$ cat config.mk
export PLATFORM = sky130hd
export DESIGN_NAME = thl_ram
export DESIGN_NICKNAME = d
export VERILOG_FILES = /design/src/rtl/thl_ram.sv
export SDC_FILE = /design/constraint.sdc
export NUM_CORES = 2
export LEC_CHECK = 0
export BUFFER_PORTS_ARGS = -buffer_cell sky130_fd_sc_hd__buf_2
export CORE_MARGIN = 5
export CORE_UTILIZATION = 47
export CTS_CLUSTER_SIZE = 40
export DETAILED_ROUTE_END_ITERATION = 6
export SLEW_MARGIN = 20
export SYNTH_ARGS = -nofsm -noshare
export SYNTH_HDL_FRONTEND = slang
export SYNTH_SLANG_ARGS = --single-unit
export TNS_END_PERCENT = 30
$ cat constraint.sdc
create_clock -name clk -period 2.9 [get_ports clk]
set_clock_uncertainty 0.15 [all_clocks]
set_input_delay 0.29 -clock clk [delete_from_list [all_inputs] [get_ports clk]]
set_output_delay 0.29 -clock clk [all_outputs]
set_load 0.02 [all_outputs]
$ cat src/rtl/thl_ram.sv
// Generic single-write, single-read RAM with registered read data.
`timescale 1ns / 1ps

module thl_ram #(
    parameter int WIDTH = 16,
    parameter int DEPTH = 128
) (
    input  logic                     clk,
    input  logic                     we,
    input  logic [$clog2(DEPTH)-1:0] waddr,
    input  logic [WIDTH-1:0]         wdata,
    input  logic [$clog2(DEPTH)-1:0] raddr,
    output logic [WIDTH-1:0]         rdata
);

    logic [WIDTH-1:0] mem [DEPTH];
    logic [WIDTH-1:0] rdata_reg;

    always_ff @(posedge clk)
    begin
        if (we)
        begin
            mem[waddr] <= wdata;
        end
        rdata_reg <= mem[raddr];
    end

    assign rdata = rdata_reg;

endmodule

==> results.cfg <==
[route]
drt.antenna.violating_nets = 0
drt_iter0_markers = 4163
vias = 36100
dr.pass1.iters = 6
drc = 0
via_per_inst = 6.09
finalWirelength_um = 197000
routedWlPerCell_um = 33.2

[die]
pin_count = 48
die_w_um = 419
die_h_um = 419
die_area_mm2 = 0.175
row_count = 150
core-area_mm2 = 0.167
initial_core_util = 0.471

[grt]
grt_usage = 0.227
use_met3 = 0.0515
met2_usage = 0.368
grt_max_degree = 129
gr-usage-met1 = 0.311
grt_pass1_vias = 37100
antenna_found_initial = 37
gr-total-overflow = 0
grt_pass1_wl_um = 278000
grt.busiest_layer = met2

[worst_setup_path]
endpoint_kind = flip-flop
reg2reg_depth = 4
critical_path_arrival_ns = 3.27
r2r-start = mem[87][11]
start_kind = flip-flop
worst-endpoint-required_ns = 3.46
r2r_end = rdata[11]
criticalPathCategory = reg -> reg
path_max_fanout = 1
r2r_slack_ns = 0.19

[finish]
syn_to_final_growth_pct = 17.4
fill_cells = 12100
drive_gt1_frac = 0.376
final-seq-area_mm2 = 0.0618
fin_nets = 3564
multi_input_area_mm2 = 0.0161
fin_util = 0.553
largest_reg_flops = 2048

[cts]
clk_pin_slew_ns = 0.07
clockRootBuffer = clkbuf_16
cts_resized = 0
clock_latency_ns = 0.85
h-tree-depth = 4
cts.sinks = 2064
cts_tree = done
cts_buffers = 201
cts_setup_buffers = 0
hold_buffers = 22
cts_buffer_depth = 3

[sta]
finalCritPeriodShare = 0.934
whs_ns = 0.0848
finalSetupViolations = 0
layout_min_cycle_time_ns = 2.71
rsz0062_at_grt = no
hold_viol_final = 0
slew_violations = 0
worstMarginPinSlew_ns = 1.01
tns_ns = 0
max_freq_mhz = 369
slew-limit-headroom = 0.327

[synthesis]
ys_top_cells_by_area = edfxtp_1 78%, mux4_2 19%, nor2_1 0.58%
yosys_warnings = 0
syn-cell-area_mm2 = 0.0785
seq_area_frac_synth = 0.787
synth.largest_area_cell = edfxtp_1
synth_top_area_frac = 0.783
synth-seq-cells = 2064
synth_cells = 3086
post_synth.cell_area_avg_um2 = 25.4
syn-num-nets = 3118
ys_types = 17

[pwr]
vdd_drop_max_uv = 532
powerDensity_mw_per_mm2 = 684
leakagePower_nw = 28.9

[place]
hpwl_um = 118000
port_buffers = 47
gp_congestion = 0.814

[hold_path]
holdCritStartpoint = waddr[0]
hold_class = in -> reg
hold_end = mem[100][2]
holdPathStages = 4

[run_status]
status = completed

[flow_run]
max-cap-violations = 0
-- area by class of cell --
class                           count  share of cell area
Multi-Input combinational cell    858               0.174
Clock inverter                    143              0.0176
Antenna cell                       13            0.000353
Sequential cell                  2064               0.671
Tap cell                         2204              0.0299
Clock buffer                      232              0.0565
Timing Repair Buffer              407              0.0504
-- cell families (layout without fill, tap and decap cells) --
family,Yosys count,in the layout,share of synthesized area
muxes,688,688,0.195
and+or+nand+nor,170,170,0.00888
DFF,2064,2064,0.787
buffers and inverters,164,782,0.00881
other,0,13,0
-- through the flow --
step                      setup WS, ns  power, W  cell area (um^2)  cells
after floorplan                0.00886    0.0353             78500   3086
after global placement          -0.490    0.0370             85100   5511
after detailed placement        -0.533    0.0371             85100   5511
after CTS                        0.173    0.0636             92100   5908
after global routing             0.142    0.0650             92100   5912
final                            0.192    0.0631             92200   5921
-- layout by cell type (no fill, tap or decap), types with 4 or more instances in the layout --
cell           Yosys  routed
edfxtp_1        2048    2048
mux4_2           672     672
buf_4              1     228
clkbuf_16          0     202
buf_12             0     126
nor2_1           122     116
clkinv_2           0      49
clkinv_1           0      43
bufinv_16          0      28
buf_2             52      27
clkbuf_1          82      26
dlygate4sd3_1      0      22
mux2_2            16      16
dfxtp_1           16      16
nand2_1           14      14
diode_2            0      13
nand3_1           12      12
nor3_2             0       9
nor2b_1            7       7
nor2_2             0       6
clkinv_16          0       5
clkinvlp_4         0       5
clkinv_8           0       4
clkbuf_8           0       4
-- cells in the mapped netlist --
| library cell | count |
|---|---|
| mux2_2 | 16 |
| buf_4 | 1 |
| nand2b_1 | 2 |
| nor2b_1 | 7 |
| nand2_1 | 14 |
| buf_1 | 28 |
| dfxtp_1 | 16 |
| buf_2 | 52 |
| buf_6 | 1 |
| nor2_1 | 122 |
| clkbuf_1 | 82 |
| or3_1 | 1 |
| nand3_1 | 12 |
| nor3_1 | 9 |
| edfxtp_1 | 2048 |
| mux4_2 | 672 |
| nand4_1 | 3 |
-- worst max-delay path, stage by stage (launching register included) --
cell and delay [ns]:
edfxtp_1 0.37, mux4_2 0.49, mux4_2 0.63, mux4_2 0.62, mux2_2 0.31
-- per-layer routing --
| metal | part of all wire | vias to the layer above |
|---|---|---|
| met1 | 0.39 | 19700 |
| met2 | 0.49 | 1631 |
| met5 | 0.000066 | - |
| met3 | 0.088 | 300 |
| li1 | - | 14400 |
| met4 | 0.030 | 2 |
-- report_power, final --
group | switching [W] | leakage, nW | internal, W | total [W]
Sequential | 0.000103 | 18.5 | 0.0329 | 0.0330
Clock | 0.0112 | 3.35 | 0.0154 | 0.0267
Combinational | 0.00191 | 6.97 | 0.00146 | 0.00337
Total | 0.0132 | 28.9 | 0.0498 | 0.0631
-- worst max path at each step --
stage | to | slack, ns | start
global placement | rdata[12] | -0.49 | raddr[0]
global route | rdata[11] | 0.14 | mem[87][11]
finish | rdata[11] | 0.19 | mem[87][11]
floorplan | rdata[0] | 0.009 | raddr[2]
detailed placement | rdata[12] | -0.53 | raddr[0]
CTS | rdata[11] | 0.17 | mem[87][11]
Note: power is estimated with default switching activity, not from simulation.
