**src/rtl/thl_pkg.sv**
```systemverilog
// Shared constants, types and helpers for the thermistor table linearizer.
`timescale 1ns / 1ps

package thl_pkg;

    localparam int ENTRIES    = 32;
    localparam int NUM_TABLES = 4;
    localparam int ADC_BITS   = 10;

    localparam int ADC_W   = 10;
    localparam int TEMP_W  = 16;
    localparam int SLOPE_W = 16;
    localparam int TSEL_W  = 2;
    localparam int EIDX_W  = 5;
    localparam int CFG_W   = 6;
    localparam int CFG_IDX_W = 1;
    localparam int STAT_W  = 2;

    localparam int DEPTH  = NUM_TABLES * ENTRIES;
    localparam int ADDR_W = $clog2(DEPTH);
    localparam int IDX_W  = $clog2(ENTRIES);
    localparam int CNT_W  = $clog2(ENTRIES + 1);
    localparam int LEVELS = $clog2(ENTRIES);

    localparam logic [ADC_W-1:0] ADC_MASK = ADC_W'((64'd1 << ADC_BITS) - 64'd1);

    // interpolation arithmetic
    localparam int DIFF_W     = ADC_W + 1;
    localparam int PROD_W     = DIFF_W + TEMP_W + 1;
    localparam int NUM_W      = PROD_W + 2;
    localparam int TY_W       = TEMP_W + 6;
    localparam int DIV_BPS    = 4;
    localparam int DIV_STAGES = (NUM_W + DIV_BPS - 1) / DIV_BPS;
    localparam int DIV_QW     = DIV_STAGES * DIV_BPS;
    localparam int DEN_W      = ADC_W + 1;

    localparam logic KIND_CONVERT = 1'b0;
    localparam logic KIND_LOAD    = 1'b1;

    localparam logic FMT_PAIR   = 1'b0;
    localparam logic FMT_TRIPLE = 1'b1;

    localparam logic [CFG_IDX_W-1:0] CFG_TABLE_FORMAT = 1'd0;
    localparam logic [CFG_IDX_W-1:0] CFG_ENTRIES_USED = 1'd1;

    localparam logic [STAT_W-1:0] ST_OK   = 2'd0;
    localparam logic [STAT_W-1:0] ST_SAT  = 2'd1;
    localparam logic [STAT_W-1:0] ST_ZERO = 2'd2;

    typedef struct packed {
        logic              valid;
        logic [ADC_W-1:0]  x;
        logic [TSEL_W-1:0] tsel;
        logic [IDX_W-1:0]  lo;
        logic [IDX_W-1:0]  hi;
    } thl_ctx_t;

    typedef struct packed {
        logic                   zero;
        logic signed [TY_W-1:0] triple_y;
    } thl_side_t;

    function automatic logic [ADDR_W-1:0] thl_addr(input logic [TSEL_W-1:0] tsel,
                                                  input logic [IDX_W-1:0] idx);
        thl_addr = ADDR_W'(32'(tsel) * ENTRIES + 32'(idx));
    endfunction

endpackage

```
**src/rtl/thl_div.sv**
```systemverilog
// Pipelined restoring divider on magnitudes, a few quotient bits per stage.
`timescale 1ns / 1ps

module thl_div import thl_pkg::*; (
    input  logic              clk,
    input  logic              rst_n,
    input  logic              in_valid,
    input  logic [DIV_QW-1:0] in_num,
    input  logic [DEN_W-1:0]  in_den,
    input  logic              in_neg,
    input  thl_side_t         in_side,
    output logic              out_valid,
    output logic [DIV_QW-1:0] out_quot,
    output logic              out_neg,
    output thl_side_t         out_side,
    output logic              active
);

    localparam int REM_W = DEN_W + 1;

    logic              valid_reg [DIV_STAGES];
    logic [DIV_QW-1:0] nq_reg    [DIV_STAGES];
    logic [REM_W-1:0]  rem_reg   [DIV_STAGES];
    logic [DEN_W-1:0]  den_reg   [DIV_STAGES];
    logic              neg_reg   [DIV_STAGES];
    thl_side_t         side_reg  [DIV_STAGES];
    logic [DIV_QW-1:0] nq_next   [DIV_STAGES];
    logic [REM_W-1:0]  rem_next  [DIV_STAGES];
    logic [DIV_STAGES-1:0] valid_vec;

    // numerator and quotient share one shift register
    always_comb
    begin
        logic [DIV_QW-1:0] nq;
        logic [REM_W-1:0]  rem;
        logic [DEN_W-1:0]  den;
        for (int s = 0; s < DIV_STAGES; s++)
        begin
            if (s == 0)
            begin
                nq  = in_num;
                rem = '0;
                den = in_den;
            end
            else
            begin
                nq  = nq_reg[s-1];
                rem = rem_reg[s-1];
                den = den_reg[s-1];
            end
            for (int b = 0; b < DIV_BPS; b++)
            begin
                rem = {rem[REM_W-2:0], nq[DIV_QW-1]};
                nq  = {nq[DIV_QW-2:0], 1'b0};
                if (rem >= REM_W'(den))
                begin
                    rem   = rem - REM_W'(den);
                    nq[0] = 1'b1;
                end
            end
            nq_next[s]  = nq;
            rem_next[s] = rem;
        end
    end

    always_ff @(posedge clk or negedge rst_n)
    begin
        if (!rst_n)
        begin
            for (int s = 0; s < DIV_STAGES; s++)
            begin
                valid_reg[s] <= 1'b0;
            end
        end
        else
        begin
            for (int s = 0; s < DIV_STAGES; s++)
            begin
                valid_reg[s] <= (s == 0) ? in_valid : valid_reg[s-1];
            end
        end
    end

    always_ff @(posedge clk)
    begin
        for (int s = 0; s < DIV_STAGES; s++)
        begin
            nq_reg[s]  <= nq_next[s];
            rem_reg[s] <= rem_next[s];
            if (s == 0)
            begin
                den_reg[s]  <= in_den;
                neg_reg[s]  <= in_neg;
                side_reg[s] <= in_side;
            end
            else
            begin
                den_reg[s]  <= den_reg[s-1];
                neg_reg[s]  <= neg_reg[s-1];
                side_reg[s] <= side_reg[s-1];
            end
        end
    end

    always_comb
    begin
        for (int s = 0; s < DIV_STAGES; s++)
        begin
            valid_vec[s] = valid_reg[s];
        end
    end

    assign out_valid = valid_reg[DIV_STAGES-1];
    assign out_quot  = nq_reg[DIV_STAGES-1];
    assign out_neg   = neg_reg[DIV_STAGES-1];
    assign out_side  = side_reg[DIV_STAGES-1];
    assign active    = |valid_vec;

endmodule

```
**config.mk**
```make
export PLATFORM = sky130hd
export DESIGN_NAME = thl_div
export DESIGN_NICKNAME = d
export VERILOG_FILES = /design/src/rtl/thl_pkg.sv /design/src/rtl/thl_div.sv
export SDC_FILE = /design/constraint.sdc
export NUM_CORES = 1
export LEC_CHECK = 0
export BUFFER_PORTS_ARGS = -buffer_cell sky130_fd_sc_hd__buf_2
export CORE_MARGIN = 5
export CORE_UTILIZATION = 50
export CTS_CLUSTER_DIAMETER = 50
export DETAILED_ROUTE_END_ITERATION = 6
export PLACE_DENSITY = 0.67
export SYNTH_ARGS = -nofsm -noshare
export SYNTH_HDL_FRONTEND = slang
export SYNTH_SLANG_ARGS = --single-unit
```
**constraint.sdc**
```tcl
create_clock -name clk -period 21.7 [get_ports clk]
set_input_delay 1.085 -clock clk [delete_from_list [all_inputs] [get_ports clk]]
set_output_delay 1.085 -clock clk [all_outputs]
set_load 0.005 [all_outputs]
```
==> run metrics <==
outcome=finished clean; Post-Syn Instances=3229; CTS clock-pin slew for the worst setup and hold paths=0.07 ns; max reg flops=between 200 and 300; Fmax=~94 MHz; PortBufs=about 130; Crit Reg-Reg Startpoint=den_reg[1][5]; Clock Path Buffers=3; Root Buffer=clkbuf_16; mean post-synth cell area=between 9 and 10 sq um; RSZ-0062 raised after global routing=no; Avg WL per Cell=about 17 um; cts bufs inserted=73; WP data arrival=11.15 ns; share of layout cells above drive strength 1=around an eighth; Worst-Skew Late Latency=0.63 ns; Hold Crit Class=primary input to async pin; max-cap violations=0; hold buffer count at cts=0; final setup fails=0; DRC viols=0; Overflow after GRT=0; post-CTS sizing=0; # clock sinks=610; Hold Vio Cnt, Final=0; Reg-to-Reg End=rem_reg[2][5]; Seq/Total Area, Yosys=39.56%; DR vias/cell=between 5 and 6; Max-slew headroom=25.68%; WS Path Type=register to register; Slew Limit Fails=0; largest net degree at the start of global routing=21; full die area=67010 sq um; post-synth cell types=85; Overall Global Routing Usage=20.55%; vias in the first global route=23.13k; first-pass GRT wire length=114600 um; critical path's largest stage delay=0.61 ns; crit-path most repeated cell=o21ai_0; ANT nets after route=0; H-Tree Depth=3; initial antenna violation count=1; R2R depth=37; dpl hpwl=around 55000 um; Syn-to-layout area delta=12.18%; Post-synth top flop=dfxtp_1; Area after DPL=32070 sq um; Die Wd=258.9 um; io pins=128; TritonCTS clock tree=built; die height=258.9 um; synth warn=0; most frequent cells in the layout=dfxtp_1 (602), ha_1 (343), nor2_1 (272); 1st-iter DRT viols=1375; clock skew=roughly 0.043 ns; critical path capture point type=register; Placer Congestion=0.9134; routed via count=23.01k; Final Cycle Share=49.07%; worst slew pin tran=1.111 ns; startpoint types=register; drt total wl=70380 um; Post-synth EDFFs=0; CP max stage cell=a2111oi_1; starting density of the core=50.37%; Worst Path Required=22.20 ns; Syn Std Cell Area=30970 sq um; Max FO, Critical Path=18; Yosys reg bits=610; TritonRoute pass-1 iters=7; postcts setup bufs=0; syn nets=around 3.7k; Async SR Flop Fraction=roughly 1.3%; Setup TNS Final=0 ns; post-layout min period=10.65 ns; Core ar.=61480 sq um; register-to-register setup slack=11.05 ns; nets=around 3.8k; fin area=34740 sq um; # rows=91; most common cell after layout, fill and taps aside=dfxtp_1
## synth_stat cells (43+ instances only)
master   count  share of area, %
ha_1       343                14
o21ai_0    185               3.0
mux2_2     123               4.5
mux2i_1     43               1.4
dfxtp_1    602                39
a21o_1      58               1.4
buf_4       57               1.4
a21oi_1    179               2.9
nand4_1     55               1.1
nor2b_1     70               1.4
inv_1      230               2.8
nand2_1    158               1.9
xnor2_1    121               3.4
xor2_1      73               2.1
nor2_1     272               3.3
nor3_1      75               1.2
## worst max-delay path by stage
| stage | startpoint | to | depth (start not counted) | slack (ns) |
|---|---|---|---|---|
| after detailed placement | den_reg[1][5] | rem_reg[2][2] | 37 | 11.20 |
| after floorplan | den_reg[1][5] | rem_reg[2][10] | 41 | 12.93 |
| final | den_reg[1][5] | rem_reg[2][5] | 37 | 11.05 |
| after global routing | den_reg[1][5] | rem_reg[2][5] | 36 | 9.96 |
| after global placement | den_reg[5][0] | rem_reg[6][3] | 35 | 11.42 |
| after CTS | den_reg[1][5] | rem_reg[2][5] | 37 | 11.14 |
## worst max-delay path: cells and delay by family (launching register included)
| family | cells | cell delay, ns |
|---|---|---|
| and+or+nand+nor | 10 | 2.70 |
| muxes | 2 | 0.73 |
| AOI/OAI and AO/OA | 18 | 4.34 |
| buffers and inverters | 3 | 0.77 |
| adders and majority gates | 4 | 1.65 |
| DFF | 1 | 0.31 |
## stage by stage
step,hold WS [ns],instances,utilization [%],setup WS (ns)
detailed placement,0.3121,4061,52.16,11.20
CTS,0.2357,4194,56.50,11.14
finish,0.2843,4195,56.50,11.05
floorplan,0.3096,3229,-,12.93
global route,0.2513,4195,56.50,9.963
global placement,0.3097,4061,52.16,11.42
## per-layer routing
| metal | vias up | GRT usage, % | part of all wire [%] |
|---|---|---|---|
| met2 | 515 | 35.13 | 47 |
| met3 | 129 | 2.933 | 4.5 |
| met1 | 10730 | 26.49 | 45 |
| li1 | 11640 | - | - |
| met5 | - | 0 | 0 |
| met4 | 0 | 7.688 | 3.0 |
## cells by family after synthesis
logic type,share of synthesized area (%)
xor+xnor,5.487
compound gates,14.55
fa+ha+maj,15.80
simple gates,13.37
buf+inv,4.699
mux,6.541
flops,39.56
## area by class of cell
type	count	area [sq um]
antenna	1	2.502
clock buffer	87	1969
clock inverter	46	696.9
fill	5272	26740
inverter	236	888.4
multi-input combinational	2293	17270
sequential	610	12250
tap	790	988.4
timing repair buffer	132	673.1
Power is left out: the tool's default activity adds up to more than one toggle a clock period on the data nets, which glitch-free logic cannot reach.
